==> src/hw/rtl/lis_pkg.sv <==
package lis_pkg;

   localparam int MAX_ELEMENTS = 64;
   localparam int IDX_W        = $clog2(MAX_ELEMENTS);
   localparam int NUM_W        = $clog2(MAX_ELEMENTS + 1);
   localparam int VAL_W        = 32;
   localparam int LEN_W        = 7;
   localparam int CNT_W        = 31;
   localparam int KEY_W        = VAL_W + IDX_W;

   localparam logic [CNT_W-1:0] COUNT_CAP = CNT_W'(2000000001);

   typedef enum logic [3:0] {
      ST_LOAD,
      ST_LEN_FETCH,
      ST_LEN_WAIT,
      ST_LEN_SCAN,
      ST_LEN_WRITE,
      ST_RANK,
      ST_CAND_START,
      ST_CAND_SCAN,
      ST_CAND_DECIDE,
      ST_FINISH
   } lis_state_type;

   typedef struct packed {
      logic [IDX_W-1:0] rd_addr;
      logic             val_we;
      logic             lc_we;
      logic [IDX_W-1:0] wr_addr;
      logic [VAL_W-1:0] val_wdata;
      logic [LEN_W-1:0] len_wdata;
      logic [CNT_W-1:0] cnt_wdata;
   } lis_mem_req_type;

   typedef struct packed {
      logic [VAL_W-1:0] val;
      logic [LEN_W-1:0] len;
      logic [CNT_W-1:0] cnt;
   } lis_mem_rsp_type;

   // Order key: biased value, then position.
   function automatic logic [KEY_W-1:0] order_key(input logic [VAL_W-1:0] v,
                                                  input logic [IDX_W-1:0] idx);
      order_key = {~v[VAL_W-1], v[VAL_W-2:0], idx};
   endfunction

   function automatic logic [CNT_W-1:0] sat_add(input logic [CNT_W-1:0] a,
                                                input logic [CNT_W-1:0] b);
      logic [CNT_W:0] s;
      s = {1'b0, a} + {1'b0, b};
      sat_add = (s > {1'b0, COUNT_CAP}) ? COUNT_CAP : s[CNT_W-1:0];
   endfunction

endpackage

==> src/hw/rtl/lis_store.sv <==
module lis_store import lis_pkg::*; (
   input  logic            clock,
   input  lis_mem_req_type mem_req,
   output lis_mem_rsp_type mem_rsp
);

   logic [VAL_W-1:0]       val_mem [MAX_ELEMENTS];
   logic [LEN_W+CNT_W-1:0] lc_mem  [MAX_ELEMENTS];
   logic [VAL_W-1:0]       val_rd_ff;
   logic [LEN_W+CNT_W-1:0] lc_rd_ff;

   always_ff @(posedge clock) begin
      if (mem_req.val_we) begin
         val_mem[mem_req.wr_addr] <= mem_req.val_wdata;
      end
      if (mem_req.lc_we) begin
         lc_mem[mem_req.wr_addr] <= {mem_req.len_wdata, mem_req.cnt_wdata};
      end
      val_rd_ff <= val_mem[mem_req.rd_addr];
      lc_rd_ff  <= lc_mem[mem_req.rd_addr];
   end

   assign mem_rsp.val = val_rd_ff;
   assign mem_rsp.len = lc_rd_ff[LEN_W+CNT_W-1:CNT_W];
   assign mem_rsp.cnt = lc_rd_ff[CNT_W-1:0];

endmodule

==> config.mk <==
export PLATFORM = sky130hd
export DESIGN_NAME = lis_store
export DESIGN_NICKNAME = d
export VERILOG_FILES = /design/src/hw/rtl/lis_pkg.sv /design/src/hw/rtl/lis_store.sv
export SDC_FILE = /design/constraint.sdc
export NUM_CORES = 2
export LEC_CHECK = 0
export BUFFER_PORTS_ARGS = -buffer_cell sky130_fd_sc_hd__buf_2
export CORE_ASPECT_RATIO = 0.8
export CORE_MARGIN = 8
export CORE_UTILIZATION = 63
export DETAILED_ROUTE_END_ITERATION = 6
export PLACE_DENSITY = 0.76
export SLEW_MARGIN = 20
export SYNTH_ARGS = -nofsm -noshare
export SYNTH_HDL_FRONTEND = slang
export SYNTH_MEMORY_MAX_BITS = 65536
export SYNTH_SLANG_ARGS = --single-unit
==> constraint.sdc <==
create_clock -name clock -period 4.1 [get_ports clock]
set_input_delay 0.41 -clock clock [delete_from_list [all_inputs] [get_ports clock]]
set_output_delay 0.41 -clock clock [all_outputs]
set_load 0.05 [all_outputs]
==> impl_metrics.prom <==
# TYPE chip_impl_metric gauge
chip_impl_info{name="outcome",value="completed"} 1
chip_impl_metric{name="required",unit="ns"} 3.69
chip_impl_metric{name="io_buffer_count",unit=""} 154
chip_impl_metric{name="netlist-cell-type-count",unit=""} 27
chip_impl_metric{name="period_share",unit="%"} 61.4
chip_impl_info{name="crit_slowest_cell",value="dfxtp_1"} 1
chip_impl_metric{name="die_h",unit="um"} 482
chip_impl_metric{name="drive_above_1_share",unit="%"} 29.9
chip_impl_metric{name="timing.critical_path.arrival",unit="ns"} 2.11
chip_impl_metric{name="synth-seq-area-share",unit="%"} 79.6
chip_impl_metric{name="cellPowerDensity",unit="mW/mm^2"} 496
chip_impl_metric{name="dr_wl_met2",unit="um"} 224000
chip_impl_info{name="critical_path.reg2reg.startpoint",value="val_mem[33][21]$_DFFE_PP_"} 1
chip_impl_metric{name="synth-warning-count",unit=""} 0
chip_impl_metric{name="clock-skew-final",unit="ns"} 0.0521
chip_impl_metric{name="cts.clk_slew.worst_paths",unit="ns"} 0.07
chip_impl_metric{name="die-area",unit="mm^2"} 0.288
chip_impl_info{name="timing.hold.worst.start",value="mem_req[21]"} 1
chip_impl_metric{name="grt_antenna_before_repair",unit=""} 47
chip_impl_metric{name="drt_wl_total",unit="um"} 472000
chip_impl_metric{name="synthesis.area",unit="mm^2"} 0.171
chip_impl_metric{name="utilization",unit="%"} 71.3
chip_impl_metric{name="dr.first_iter.drc_count",unit=""} 13200
chip_impl_metric{name="detail_route.wirelength.met1",unit="um"} 155000
chip_impl_info{name="crit_path_start",value="lc_rd_ff[11]$_DFF_P_"} 1
chip_impl_metric{name="cts_resized",unit=""} 0
chip_impl_metric{name="max_cap_viol_count",unit=""} 0
chip_impl_metric{name="design.core.area",unit="mm^2"} 0.271
chip_impl_info{name="root_buf_cell",value="clkbuf_16"} 1
chip_impl_metric{name="ctsHoldBuffers",unit=""} 0
chip_impl_metric{name="ctsLongestPathBuffers",unit=""} 4
chip_impl_metric{name="detail_route.drc_violations",unit=""} 0
chip_impl_metric{name="rows",unit=""} 171
chip_impl_metric{name="slew_headroom",unit="%"} 23.6
chip_impl_metric{name="syn_nets",unit=""} 7282
chip_impl_metric{name="clock_sinks",unit=""} 4550
chip_impl_metric{name="tritoncts.num_buffers",unit=""} 417
chip_impl_metric{name="detailed_place_hpwl",unit="um"} 250000
chip_impl_metric{name="grt_pass1_vias",unit=""} 86100
chip_impl_metric{name="grt_overflow",unit=""} 0
chip_impl_metric{name="post_drt_wl_per_cell",unit="um"} 40.2
chip_impl_metric{name="via_count",unit=""} 86100
chip_impl_metric{name="max_freq",unit="GHz"} 0.397
chip_impl_metric{name="finalWorstSetupSlack",unit="ns"} 1.58
chip_impl_metric{name="placedInstanceArea",unit="mm^2"} 0.179
chip_impl_metric{name="dpl_worst_slack",unit="ns"} 0.794
chip_impl_metric{name="first_pass_grt_wire_length",unit="um"} 654000
chip_impl_info{name="worstSetupPathType",value="register to primary output"} 1
chip_impl_info{name="tritoncts",value="built"} 1
chip_impl_metric{name="setup_viol",unit=""} 0
chip_impl_metric{name="floorplan.initialDensity",unit="%"} 63.1
chip_impl_metric{name="drt_antenna_net_count",unit=""} 0
chip_impl_metric{name="p_leak",unit="nW"} 60.4
chip_impl_info{name="dr.max_layer_used",value="met5"} 1
chip_impl_info{name="path_delay_family",value="flip-flops"} 1
chip_impl_metric{name="ir_drop",unit="uV"} 450
chip_impl_metric{name="critical_path.max_stage_delay",unit="ns"} 0.80
chip_impl_metric{name="cp_max_fo",unit=""} 2
chip_impl_metric{name="final.min_clock_period",unit="ns"} 2.52
chip_impl_metric{name="grt.total_usage",unit="%"} 32.4
chip_impl_metric{name="insertion_delay_to_the_later_sink_of_the_worst_skew_pair",unit="ns"} 0.93
chip_impl_info{name="rsz0062_at_grt",value="false"} 1
chip_impl_metric{name="timing_worst_slew_pin_value",unit="ns"} 1.15
chip_impl_metric{name="final_area",unit="mm^2"} 0.193
chip_impl_metric{name="report.final.slew_viol_count",unit=""} 0
chip_impl_metric{name="finish.net_count",unit=""} 7832
chip_impl_metric{name="final.setup.tns",unit="ns"} 0
chip_impl_metric{name="globalplace.congestion",unit=""} 0.829
chip_impl_metric{name="syn_to_final_growth",unit="%"} 12.9
chip_impl_metric{name="drt_pass1_iterations",unit=""} 6
chip_impl_metric{name="finalHoldViolations",unit=""} 0
chip_impl_metric{name="post_drt_via_cell_ratio",unit=""} 7.32
chip_impl_metric{name="cp_num_buf_inv",unit=""} 1
chip_impl_metric{name="floorplan.io_pins",unit=""} 155
chip_impl_metric{name="postSynthAreaPerCell",unit="um^2"} 23.7
chip_impl_info{name="cells_traversed_along_the_worst_timing_path",value="buf_2"} 1
chip_impl_info{name="critPathCaptureType",value="primary output"} 1
chip_impl_metric{name="cts_htree_levels",unit=""} 5
chip_impl_metric{name="postSynthRegisterBits",unit=""} 4550
chip_impl_metric{name="post_cts.repair.setup_buffers",unit=""} 0
chip_impl_metric{name="grt_max_degree",unit=""} 82
chip_impl_metric{name="met3_length",unit="um"} 66500
chip_impl_metric{name="syn-instance-count",unit=""} 7197
chip_impl_metric{name="die-width",unit="um"} 598
chip_impl_info{name="timing.hold.worst.class",value="input port to register"} 1
chip_impl_info{name="worst_setup_path_start_kind",value="register"} 1
synth_stat cells:
cell | number | area (um^2)
edfxtp_1 | 4480 | 135000
nand3_1 | 133 | 666
nand2b_1 | 6 | 37.5
o211a_1 | 70 | 701
buf_6 | 29 | 327
a22oi_1 | 280 | 2100
a211oi_1 | 70 | 526
mux2i_1 | 130 | 1300
buf_1 | 42 | 158
buf_2 | 154 | 771
nor2_1 | 174 | 653
mux4_2 | 1120 | 25200
clkbuf_2 | 1 | 5.00
buf_4 | 35 | 263
o221ai_1 | 40 | 350
o22ai_1 | 140 | 876
nand3b_1 | 22 | 165
nand4_1 | 2 | 12.5
nand2_1 | 17 | 63.8
or3b_2 | 5 | 43.8
dfxtp_1 | 70 | 1400
clkbuf_1 | 153 | 574
or3_1 | 4 | 25.0
or2_2 | 2 | 12.5
inv_1 | 10 | 37.5
nor2b_1 | 5 | 31.3
and2_1 | 3 | 18.8
final timing paths:
path                                                 end  slack [ns]  cells past startpoint
worst max-delay path                         mem_rsp[11]        1.58                      1
worst min-delay path            lc_mem[37][21]$_DFFE_PP_        0.04                      1
worst max register to register     val_rd_ff[21]$_DFF_P_        2.11                      5
worst min register to register     val_rd_ff[19]$_DFF_P_        0.84                      4
metal layers:
| layer | track usage, % | vias up |
|---|---|---|
| li1 | - | 32300 |
| met1 | 42.5 | 45100 |
| met2 | 51.0 | 7377 |
| met3 | 9.49 | 1287 |
| met4 | 15.2 | 20 |
| met5 | 0 | - |
cell usage in the layout (no fill, tap or decap), types with 3 or more instances in the layout:
cell type and count:
nand2b_1 3, o22ai_1 140, clkbuf_1 104, a211oi_1 70, clkbuf_8 37, buf_2 117
clkbuf_16 426, clkinvlp_4 12, dfxtp_1 70, nor2_4 130, mux2i_1 130, clkinv_2 76
nand2b_2 3, mux4_2 1120, buf_12 87, inv_1 10, nor2_1 44, nor2b_4 4
o221ai_1 40, nand3_1 132, or3_1 4, nand2_1 15, bufinv_16 40, nand3b_1 22
o211a_1 70, diode_2 29, buf_4 339, a22oi_1 280, inv_6 4, clkinv_1 58
edfxtp_1 4480, or3b_2 5, clkinv_4 4
power by group:
| group | switching (mW) | leakage (nW) | internal (mW) | total (mW) |
|---|---|---|---|---|
| Clock | 16.7 | 6.64 | 22.2 | 38.9 |
| Combinational | 3.27 | 12.8 | 1.70 | 4.97 |
| Sequential | 0.241 | 40.9 | 51.5 | 51.7 |
logic make-up (layout without fill, tap and decap cells):
| group | after synthesis | after routing | share of synthesized area (%) |
|---|---|---|---|
| DFF | 4550 | 4550 | 79.6 |
| muxes | 1250 | 1250 | 15.5 |
| AOI/OAI and AO/OA | 600 | 600 | 2.67 |
| buffers and inverters | 424 | 1317 | 1.25 |
| and+or+nand+nor | 373 | 373 | 1.01 |
| other | 0 | 29 | 0 |
metrics by stage:
stage	power, mW	std cells	hold WS [ns]
finish	95.6	11800	0.0419
global route	97.6	11700	0.0365
CTS	95.8	11700	0.129
detailed placement	57.6	11000	0.820
global placement	57.4	11000	0.814
floorplan	55.3	7197	0.509
state kept, by name (all words and copies together), names as in the netlist:
| signal | flops |
|---|---|
| val_rd_ff | 32 |
| val_mem | 2048 |
| lc_rd_ff | 38 |
| lc_mem | 2432 |
final cells by class:
type                       instances  area [um^2]
sequential                      4550       136000
fill                           14700        77800
multi-input combinational       2223        33800
clock buffer                     567        11600
timing repair buffer             545         4900
tap                             3633         4550
clock inverter                   195         1980
antenna                           29         72.6
inverter                          10         37.5
(Power assumes the default switching activity.)
