[config.mk]
export PLATFORM = sky130hd
export DESIGN_NAME = lis_core_flat
export DESIGN_NICKNAME = d
export VERILOG_FILES = /design/src/hw/rtl/lis_pkg.sv /design/src/hw/rtl/lis_if.sv /design/src/hw/rtl/lis_core.sv /design/src/flat_wrapper.sv
export SDC_FILE = /design/constraint.sdc
export NUM_CORES = 1
export LEC_CHECK = 0
export BUFFER_PORTS_ARGS = -buffer_cell sky130_fd_sc_hd__buf_4
export CAP_MARGIN = 20
export CORE_MARGIN = 2
export CORE_UTILIZATION = 55
export DETAILED_ROUTE_END_ITERATION = 7
export PLACE_DENSITY_LB_ADDON = 0.12
export SLEW_MARGIN = 15
export SYNTH_ARGS = -nofsm -noshare
export SYNTH_HDL_FRONTEND = slang
export SYNTH_SLANG_ARGS = --single-unit
[constraint.sdc]
create_clock -name clock -period 15.77 [get_ports clock]
set_clock_uncertainty 0.05 [all_clocks]
set_input_delay 0 -clock clock [delete_from_list [all_inputs] [get_ports clock]]
set_output_delay 0 -clock clock [all_outputs]
set_load 0.01 [all_outputs]
[src/hw/rtl/lis_pkg.sv]
package lis_pkg;

   localparam int MAX_ELEMENTS = 64;
   localparam int IDX_W        = $clog2(MAX_ELEMENTS);
   localparam int NUM_W        = $clog2(MAX_ELEMENTS + 1);
   localparam int VAL_W        = 32;
   localparam int LEN_W        = 7;
   localparam int CNT_W        = 31;
   localparam int KEY_W        = VAL_W + IDX_W;

   localparam logic [CNT_W-1:0] COUNT_CAP = CNT_W'(2000000001);

   typedef enum logic [3:0] {
      ST_LOAD,
      ST_LEN_FETCH,
      ST_LEN_WAIT,
      ST_LEN_SCAN,
      ST_LEN_WRITE,
      ST_RANK,
      ST_CAND_START,
      ST_CAND_SCAN,
      ST_CAND_DECIDE,
      ST_FINISH
   } lis_state_type;

   typedef struct packed {
      logic [IDX_W-1:0] rd_addr;
      logic             val_we;
      logic             lc_we;
      logic [IDX_W-1:0] wr_addr;
      logic [VAL_W-1:0] val_wdata;
      logic [LEN_W-1:0] len_wdata;
      logic [CNT_W-1:0] cnt_wdata;
   } lis_mem_req_type;

   typedef struct packed {
      logic [VAL_W-1:0] val;
      logic [LEN_W-1:0] len;
      logic [CNT_W-1:0] cnt;
   } lis_mem_rsp_type;

   // Order key: biased value, then position.
   function automatic logic [KEY_W-1:0] order_key(input logic [VAL_W-1:0] v,
                                                  input logic [IDX_W-1:0] idx);
      order_key = {~v[VAL_W-1], v[VAL_W-2:0], idx};
   endfunction

   function automatic logic [CNT_W-1:0] sat_add(input logic [CNT_W-1:0] a,
                                                input logic [CNT_W-1:0] b);
      logic [CNT_W:0] s;
      s = {1'b0, a} + {1'b0, b};
      sat_add = (s > {1'b0, COUNT_CAP}) ? COUNT_CAP : s[CNT_W-1:0];
   endfunction

endpackage

[src/hw/rtl/lis_if.sv]
interface lis_req_if import lis_pkg::*; ();
   logic             valid;
   logic             ready;
   logic [VAL_W-1:0] value;
   logic             is_last;
   modport source (output valid, value, is_last, input ready);
   modport sink (input valid, value, is_last, output ready);
endinterface

interface lis_rsp_if import lis_pkg::*; ();
   logic             valid;
   logic             ready;
   logic [VAL_W-1:0] element;
   logic             end_of_run;
   logic             found;
   logic [LEN_W-1:0] run_length;
   modport source (output valid, element, end_of_run, found, run_length, input ready);
   modport sink (input valid, element, end_of_run, found, run_length, output ready);
endinterface


[src/hw/rtl/lis_core.sv]
module lis_core import lis_pkg::*; (
   input  logic             clock,
   input  logic             reset,
   input  logic [CNT_W-1:0] rank,
   lis_req_if.sink          req,
   lis_rsp_if.source        rsp,
   output lis_mem_req_type  mem_req,
   input  lis_mem_rsp_type  mem_rsp
);

   lis_state_type    state_ff, state_in;
   logic [NUM_W-1:0] elem_cnt_ff, elem_cnt_in;
   logic [NUM_W-1:0] n_ff, n_in;
   logic [IDX_W-1:0] i_ff, i_in;
   logic [NUM_W-1:0] scan_j_ff, scan_j_in;
   logic             rd_vld_ff, rd_vld_in;
   logic [IDX_W-1:0] rd_idx_ff;
   logic [VAL_W-1:0] vi_ff, vi_in;
   logic [LEN_W-1:0] len_ff, len_in;
   logic [CNT_W-1:0] cnt_ff, cnt_in;
   logic [LEN_W-1:0] best_len_ff, best_len_in;
   logic [CNT_W-1:0] total_ff, total_in;
   logic [CNT_W-1:0] skip_ff, skip_in;
   logic [LEN_W-1:0] need_ff, need_in;
   logic             has_node_ff, has_node_in;
   logic [IDX_W-1:0] node_ff, node_in;
   logic [VAL_W-1:0] vnode_ff, vnode_in;
   logic             has_after_ff, has_after_in;
   logic [KEY_W-1:0] after_key_ff, after_key_in;
   logic             bvld_ff, bvld_in;
   logic [KEY_W-1:0] bkey_ff, bkey_in;
   logic [CNT_W-1:0] bcnt_ff, bcnt_in;
   logic             pend_vld_ff, pend_vld_in;
   logic [VAL_W-1:0] pend_val_ff, pend_val_in;
   logic             out_vld_ff, out_vld_in;
   logic [VAL_W-1:0] out_elem_ff, out_elem_in;
   logic             out_end_ff, out_end_in;
   logic             out_found_ff, out_found_in;
   logic [LEN_W-1:0] out_len_ff, out_len_in;

   logic             accept, free, issue, scan_done, push, stall;
   logic [CNT_W-1:0] add_a, add_b, add_sum, cnt_w, skip_v;
   logic [LEN_W-1:0] cand_len;
   logic [KEY_W-1:0] key_j;
   logic [VAL_W-1:0] bval;
   logic             cand_ok;

   assign accept    = req.valid && req.ready;
   assign free      = !out_vld_ff || rsp.ready;
   assign issue     = (state_ff == ST_LEN_SCAN || state_ff == ST_CAND_SCAN) && (scan_j_ff < n_ff);
   assign scan_done = !issue && !rd_vld_ff;
   assign cand_len  = mem_rsp.len + LEN_W'(1);
   assign key_j     = order_key(mem_rsp.val, rd_idx_ff);
   assign bval      = {~bkey_ff[KEY_W-1], bkey_ff[KEY_W-2:IDX_W]};
   assign cnt_w     = (len_ff == LEN_W'(1)) ? CNT_W'(1) : cnt_ff;
   assign skip_v    = (rank == '0) ? '0 : rank - CNT_W'(1);
   assign stall     = pend_vld_ff && !free;
   assign cand_ok   = (!has_node_ff || (order_key(vnode_ff, '0) < order_key(mem_rsp.val, '0)))
                      && (mem_rsp.len == need_ff)
                      && (!has_after_ff || (after_key_ff < key_j));

   // shared saturating adder
   always_comb begin
      if (state_ff == ST_LEN_SCAN) begin
         add_a = cnt_ff;
         add_b = mem_rsp.cnt;
      end else begin
         add_a = total_ff;
         add_b = cnt_w;
      end
      add_sum = sat_add(add_a, add_b);
   end

   assign req.ready = (state_ff == ST_LOAD);

   // next state
   always_comb begin
      state_in = state_ff;
      case (state_ff)
         ST_LOAD:        if (accept && req.is_last) state_in = ST_LEN_FETCH;
         ST_LEN_FETCH:   state_in = ST_LEN_WAIT;
         ST_LEN_WAIT:    state_in = ST_LEN_SCAN;
         ST_LEN_SCAN:    if (scan_done) state_in = ST_LEN_WRITE;
         ST_LEN_WRITE:   state_in = (i_ff == '0) ? ST_RANK : ST_LEN_FETCH;
         ST_RANK:        state_in = (skip_v >= total_ff) ? ST_FINISH : ST_CAND_START;
         ST_CAND_START:  state_in = ST_CAND_SCAN;
         ST_CAND_SCAN:   if (scan_done) state_in = ST_CAND_DECIDE;
         ST_CAND_DECIDE: begin
            if (!bvld_ff) begin
               state_in = ST_FINISH;
            end else if (bcnt_ff > skip_ff) begin
               if (!stall) begin
                  state_in = (need_ff == LEN_W'(1)) ? ST_FINISH : ST_CAND_START;
               end
            end else begin
               state_in = ST_CAND_START;
            end
         end
         ST_FINISH:      if (free) state_in = ST_LOAD;
         default:        state_in = ST_LOAD;
      endcase
   end

   // datapath and outputs
   always_comb begin
      elem_cnt_in  = elem_cnt_ff;
      n_in         = n_ff;
      i_in         = i_ff;
      scan_j_in    = scan_j_ff;
      vi_in        = vi_ff;
      len_in       = len_ff;
      cnt_in       = cnt_ff;
      best_len_in  = best_len_ff;
      total_in     = total_ff;
      skip_in      = skip_ff;
      need_in      = need_ff;
      has_node_in  = has_node_ff;
      node_in      = node_ff;
      vnode_in     = vnode_ff;
      has_after_in = has_after_ff;
      after_key_in = after_key_ff;
      bvld_in      = bvld_ff;
      bkey_in      = bkey_ff;
      bcnt_in      = bcnt_ff;
      pend_vld_in  = pend_vld_ff;
      pend_val_in  = pend_val_ff;
      push         = 1'b0;
      out_elem_in  = pend_val_ff;
      out_end_in   = 1'b0;
      out_found_in = 1'b1;
      out_len_in   = best_len_ff;
      rd_vld_in    = issue;
      if (issue) scan_j_in = scan_j_ff + NUM_W'(1);

      mem_req.rd_addr   = (state_ff == ST_LEN_FETCH) ? i_ff : scan_j_ff[IDX_W-1:0];
      mem_req.val_we    = 1'b0;
      mem_req.lc_we     = 1'b0;
      mem_req.wr_addr   = (state_ff == ST_LOAD) ? elem_cnt_ff[IDX_W-1:0] : i_ff;
      mem_req.val_wdata = req.value;
      mem_req.len_wdata = len_ff;
      mem_req.cnt_wdata = cnt_w;

      case (state_ff)
         ST_LOAD: begin
            if (accept) begin
               if (elem_cnt_ff < NUM_W'(MAX_ELEMENTS)) begin
                  mem_req.val_we = 1'b1;
                  n_in           = elem_cnt_ff + NUM_W'(1);
               end else begin
                  n_in = elem_cnt_ff;
               end
               elem_cnt_in = n_in;
               if (req.is_last) begin
                  elem_cnt_in = '0;
                  i_in        = IDX_W'(n_in - NUM_W'(1));
                  best_len_in = '0;
                  total_in    = '0;
               end
            end
         end
         ST_LEN_WAIT: begin
            vi_in     = mem_rsp.val;
            len_in    = LEN_W'(1);
            cnt_in    = '0;
            scan_j_in = NUM_W'(i_ff) + NUM_W'(1);
         end
         ST_LEN_SCAN: begin
            if (rd_vld_ff && (order_key(vi_ff, '0) < order_key(mem_rsp.val, '0))) begin
               if (cand_len > len_ff) begin
                  len_in = cand_len;
                  cnt_in = mem_rsp.cnt;
               end else if (cand_len == len_ff) begin
                  cnt_in = add_sum;
               end
            end
         end
         ST_LEN_WRITE: begin
            mem_req.lc_we = 1'b1;
            if (len_ff > best_len_ff) begin
               best_len_in = len_ff;
               total_in    = cnt_w;
            end else if (len_ff == best_len_ff) begin
               total_in = add_sum;
            end
            i_in = i_ff - IDX_W'(1);
         end
         ST_RANK: begin
            skip_in      = skip_v;
            need_in      = best_len_ff;
            has_node_in  = 1'b0;
            has_after_in = 1'b0;
            pend_vld_in  = 1'b0;
         end
         ST_CAND_START: begin
            scan_j_in = has_node_ff ? NUM_W'(node_ff) + NUM_W'(1) : '0;
            bvld_in   = 1'b0;
         end
         ST_CAND_SCAN: begin
            if (rd_vld_ff && cand_ok && (!bvld_ff || key_j < bkey_ff)) begin
               bvld_in = 1'b1;
               bkey_in = key_j;
               bcnt_in = mem_rsp.cnt;
            end
         end
         ST_CAND_DECIDE: begin
            if (bvld_ff) begin
               if (bcnt_ff > skip_ff) begin
                  if (!stall) begin
                     push         = pend_vld_ff;
                     pend_vld_in  = 1'b1;
                     pend_val_in  = bval;
                     has_node_in  = 1'b1;
                     node_in      = bkey_ff[IDX_W-1:0];
                     vnode_in     = bval;
                     has_after_in = 1'b0;
                     need_in      = need_ff - LEN_W'(1);
                  end
               end else begin
                  skip_in      = skip_ff - bcnt_ff;
                  after_key_in = bkey_ff;
                  has_after_in = 1'b1;
               end
            end
         end
         ST_FINISH: begin
            if (free) begin
               push         = 1'b1;
               out_elem_in  = pend_vld_ff ? pend_val_ff : '0;
               out_end_in   = 1'b1;
               out_found_in = pend_vld_ff;
            end
         end
         default: begin
         end
      endcase

      if (push) begin
         out_vld_in = 1'b1;
      end else begin
         out_vld_in = out_vld_ff && !rsp.ready;
      end
   end

   always_ff @(posedge clock) begin
      if (reset) begin
         state_ff    <= ST_LOAD;
         elem_cnt_ff <= '0;
         rd_vld_ff   <= 1'b0;
         out_vld_ff  <= 1'b0;
         best_len_ff <= '0;
         total_ff    <= '0;
         n_ff        <= NUM_W'(1);
      end else begin
         state_ff    <= state_in;
         elem_cnt_ff <= elem_cnt_in;
         rd_vld_ff   <= rd_vld_in;
         out_vld_ff  <= out_vld_in;
         best_len_ff <= best_len_in;
         total_ff    <= total_in;
         n_ff        <= n_in;
      end
   end

   always_ff @(posedge clock) begin
      i_ff         <= i_in;
      scan_j_ff    <= scan_j_in;
      rd_idx_ff    <= scan_j_ff[IDX_W-1:0];
      vi_ff        <= vi_in;
      len_ff       <= len_in;
      cnt_ff       <= cnt_in;
      skip_ff      <= skip_in;
      need_ff      <= need_in;
      has_node_ff  <= has_node_in;
      node_ff      <= node_in;
      vnode_ff     <= vnode_in;
      has_after_ff <= has_after_in;
      after_key_ff <= after_key_in;
      bvld_ff      <= bvld_in;
      bkey_ff      <= bkey_in;
      bcnt_ff      <= bcnt_in;
      pend_vld_ff  <= pend_vld_in;
      pend_val_ff  <= pend_val_in;
      if (push) begin
         out_elem_ff  <= out_elem_in;
         out_end_ff   <= out_end_in;
         out_found_ff <= out_found_in;
         out_len_ff   <= out_len_in;
      end
   end

   assign rsp.valid      = out_vld_ff;
   assign rsp.element    = out_elem_ff;
   assign rsp.end_of_run = out_end_ff;
   assign rsp.found      = out_found_ff;
   assign rsp.run_length = out_len_ff;

`ifndef SYNTH
   a_cnt_bound: assert property (@(posedge clock) disable iff (reset)
      elem_cnt_ff <= NUM_W'(MAX_ELEMENTS))
      else $error("element count beyond store depth");
   a_n_nonzero: assert property (@(posedge clock) disable iff (reset)
      (state_ff != ST_LOAD) |-> (n_ff != '0))
      else $error("processing an empty sequence");
   a_total_nonzero: assert property (@(posedge clock) disable iff (reset)
      (best_len_ff != '0) |-> (total_ff != '0))
      else $error("longest length without a count");
   a_no_push_lost: assert property (@(posedge clock) disable iff (reset)
      push |-> free)
      else $error("result pushed over a waiting one");
`endif

endmodule

[src/flat_wrapper.sv]
// flat-port wrapper written by rule: the top's interface ports become plain ports
module lis_core_flat import lis_pkg::*;
  (clock, reset, rank, mem_req, mem_rsp, req_valid, req_value, req_is_last, req_ready, rsp_valid, rsp_element, rsp_end_of_run, rsp_found, rsp_run_length, rsp_ready);
  lis_req_if req_i ();
  lis_rsp_if rsp_i ();
  input  logic clock;
  input  logic reset;
  input  logic [CNT_W-1:0] rank;
  output lis_mem_req_type mem_req;
  input  lis_mem_rsp_type mem_rsp;
  input wire logic [$bits(req_i.valid)-1:0] req_valid;
  input wire logic [$bits(req_i.value)-1:0] req_value;
  input wire logic [$bits(req_i.is_last)-1:0] req_is_last;
  output wire logic [$bits(req_i.ready)-1:0] req_ready;
  output wire logic [$bits(rsp_i.valid)-1:0] rsp_valid;
  output wire logic [$bits(rsp_i.element)-1:0] rsp_element;
  output wire logic [$bits(rsp_i.end_of_run)-1:0] rsp_end_of_run;
  output wire logic [$bits(rsp_i.found)-1:0] rsp_found;
  output wire logic [$bits(rsp_i.run_length)-1:0] rsp_run_length;
  input wire logic [$bits(rsp_i.ready)-1:0] rsp_ready;
  assign req_i.valid = req_valid;
  assign req_i.value = req_value;
  assign req_i.is_last = req_is_last;
  assign req_ready = req_i.ready;
  assign rsp_valid = rsp_i.valid;
  assign rsp_element = rsp_i.element;
  assign rsp_end_of_run = rsp_i.end_of_run;
  assign rsp_found = rsp_i.found;
  assign rsp_run_length = rsp_i.run_length;
  assign rsp_i.ready = rsp_ready;
  lis_core u_core (.clock(clock), .reset(reset), .rank(rank), .req(req_i), .rsp(rsp_i), .mem_req(mem_req), .mem_rsp(mem_rsp));
endmodule
==> results.py <==
metrics = {
    "run_status": {
        "status": "completed",
    },
    "clocking": {
        "clockBufferDepth": 3,
        "tritoncts": "built",
        "clk_latency_ps": 570,
        "clk_pin_slew_ps": 70,
        "postCtsSetupBuffers": 0,
        "cts_root_buf": "clkbuf_16",
        "clock_sinks": 374,
        "cts_buffers": 42,
        "cts_htree_levels": 2,
    },
    "placement": {
        "numPortBuffers": 200,
        "gp_congestion": 0.984,
        "dpl.hpwl_um": 53200,
    },
    "routing": {
        "drtIter0Drc": 1898,
        "drt_wl_total_um": 72200,
        "wl_per_cell_um": 20.9,
        "ant_nets": 0,
        "avgViaCountPerCell": 6.00,
        "drc": 0,
        "routed-via-count": 20700,
        "firstDrtPassIters": 6,
    },
    "power": {
        "power.density_nw_per_um2": 90.8,
        "ir_drop_mv": 0.0731,
        "power_leakage_nw": 12.1,
    },
    "die": {
        "start_util": 0.558,
        "die_y_um": 216,
        "std_cell_rows": 77,
        "die_area_um2": 46600,
        "fp.dieW_um": 216,
        "core_area_um2": 44300,
        "io_pins": 265,
    },
    "synthesis": {
        "synth_top_family_by_area": "compound AO/OA/AOI/OAI gates",
        "synthFlopType": "edfxtp_1",
        "syn_nets": 2954,
        "synthMuxAreaShare": 0.0101,
        "synth_xor_area_frac": 0.0337,
        "synth_edf_count": 310,
        "yosysTopAreaCellShare": 0.377,
        "synth_seq_cells": 374,
        "syn_area_um2": 24700,
        "synth_top_cell_by_area": "edfxtp_1",
        "yosysSeqAreaShare": 0.428,
        "async_flop_share": 0,
        "ys_warn_count": 0,
        "yosys.area_share.simple": 0.163,
        "synth_compound_area_frac": 0.176,
        "synth_cells": 2556,
        "ys_types": 93,
        "synthTopCellsByArea": "edfxtp_1 (38%), ha_1 (13%), dfxtp_1 (5.2%)",
        "synthAdderAreaFrac": 0.132,
        "synth_area_per_cell_um2": 9.67,
    },
    "finish": {
        "seqCellArea_um2": 10600,
        "final_common_cell": "edfxtp_1",
        "nets": 3228,
        "fillers": 3536,
        "drive_gt1_frac": 0.131,
        "syn_to_final_growth_pct": 18.4,
        "post-route-util": 0.660,
        "multi_input_area_um2": 12800,
        "final_cell_mix": "edfxtp_1 (310), nand2_1 (296), ha_1 (258), buf_4 (223), inv_1 (198)",
    },
    "global_routing": {
        "grt_max_degree": 116,
        "grt_util_met3": 0.0413,
        "grt_busiest_layer": "met2",
        "antenna_found_initial": 2,
        "grt_pass1_wl_um": 113000,
        "overflow": 0,
        "grt_pass1_vias": 20300,
        "grtUsageTotal": 0.309,
        "grt_use_met2": 0.494,
        "use_met1": 0.439,
    },
    "sta": {
        "timing.final.crit_share": 0.412,
        "hold_viol": 0,
        "worstMarginPinSlew_ps": 1070,
        "setup_violations": 0,
        "timing.fmax_mhz": 154,
        "post-route-min-period_ps": 6490,
        "rsz0062_at_grt": "no",
        "tns_ps": 0,
        "max_slew_margin": 0.283,
        "finalMaxSlewViolations": 0,
    },
    "worst_setup_path": {
        "arrival_ps": 6720,
        "crit_type": "reg -> reg",
        "start_kind": "flop",
        "cp_data_required_time_ps": 16000,
        "cp-end-kind": "flop",
        "cp_max_fo": 115,
    },
    "worst_hold_path": {
        "worstHoldPathType": "in -> reg",
    },
    "flow_run": {
        "drv_cap": 0,
    },
}
[critical path: stages, from the launching register on]
cell	delay [ps]
dfxtp_1	600
nand2_1	270
nor3_2	160
buf_4	290
buf_4	800
o21ai_0	260
ha_1	500
a21oi_1	340
o22ai_1	150
o21a_1	260
a211oi_2	350
xnor2_1	190
o21ba_1	290
nand4_1	100
o221a_1	270
o21ai_2	430
and2_4	640
o22ai_2	160
[metal layers]
metal,share of wire,vias up,routed length [um]
li1,-,9836,-
met1,0.43,9854,31300
met2,0.46,918,33000
met3,0.085,123,6130
met4,0.025,0,1810
met5,0,-,0
[Yosys cell counts, drive strengths merged, types with 11 or more instances]
cell    number
xnor2       50
nand3       65
nand2b      35
ha         258
edfxtp     310
nor2       131
nor3        47
nor2b       73
nand2      298
and3        23
nand4       40
a31oi       23
o22ai       39
clkbuf      73
xor2        45
a211oi      32
nor4        21
o21ai      170
inv        198
a21oi      168
and2        35
or3         20
or2         11
o21a        17
a22oi       31
dfxtp       64
a21o        79
mux2        16
buf         53
[logic make-up (layout without fill, tap and decap cells)]
family | Yosys count | in the layout
and+or+nand+nor | 825 | 825
AOI/OAI and AO/OA | 654 | 654
DFF | 374 | 374
buffers and inverters | 325 | 633
adders and majority gates | 260 | 260
xor gates and xnor gates | 95 | 95
muxes | 23 | 23
other | 0 | 1
[stage by stage]
step	hold WS, ps	power (mW)	std cells	worst slack [ps]	instance area (um^2)
after floorplan	41.8	1.47	2556	1540	24700
after global placement	-49.9	1.63	3244	9600	26600
after detailed placement	-49.9	1.64	3245	9410	26600
after CTS	1.91	2.66	3456	9360	29300
after global routing	48.7	2.75	3457	8760	29300
final	12.9	2.66	3457	9280	29300
[power by group]
part           switching (mW)  internal, mW  leakage [nW]
clock network           0.415         0.579         0.675
logic                   0.320         0.214          8.10
registers              0.0272          1.10          3.33
[state kept, by name, summed over array words and instances (netlist names), 4 cells and up]
signal                 flops
u_core.len_ff              7
u_core.vnode_ff           32
u_core.scan_j_ff           7
u_core.need_ff             7
u_core.skip_ff            31
u_core.vi_ff              32
u_core.rd_idx_ff           6
u_core.bkey_ff            38
u_core.node_ff             6
u_core.best_len_ff         7
u_core.total_ff           31
u_core.elem_cnt_ff         7
u_core.after_key_ff       38
u_core.rsp.element        32
u_core.bcnt_ff            31
u_core.i_ff                6
u_core.n_ff                7
u_core.rsp.run_length      7
u_core.cnt_ff             31
u_core.state_ff            4
[final cells by class]
type                       instances  share of cell area
antenna                            1           0.0000855
clock buffer                      54              0.0389
clock inverter                    24             0.00816
inverter                         199              0.0255
multi-input combinational       1857               0.438
sequential                       374               0.362
tap                              592              0.0253
timing repair buffer             356               0.103
[what timing repair did]
item / in CTS / in global routing
resized for setup: 0 / 0
endpoints found under the setup margin: 0 / 0
endpoints found under the hold margin: 226 / 0
hold buffers: 133 / 0
[worst paths after layout]
path | startpoint | to | slack, ps | cells past startpoint
setup reg to reg | u_core.state_ff[0] | u_core.cnt_ff[6] | 9280 | 17
hold reg to reg | u_core.scan_j_ff[0] | u_core.rd_idx_ff[0] | 410 | 0
setup / recovery | u_core.state_ff[0] | u_core.cnt_ff[6] | 9280 | 17
hold / removal | rank[15] | u_core.skip_ff[15] | 10 | 5
Note: power is estimated with default switching activity, not from simulation.
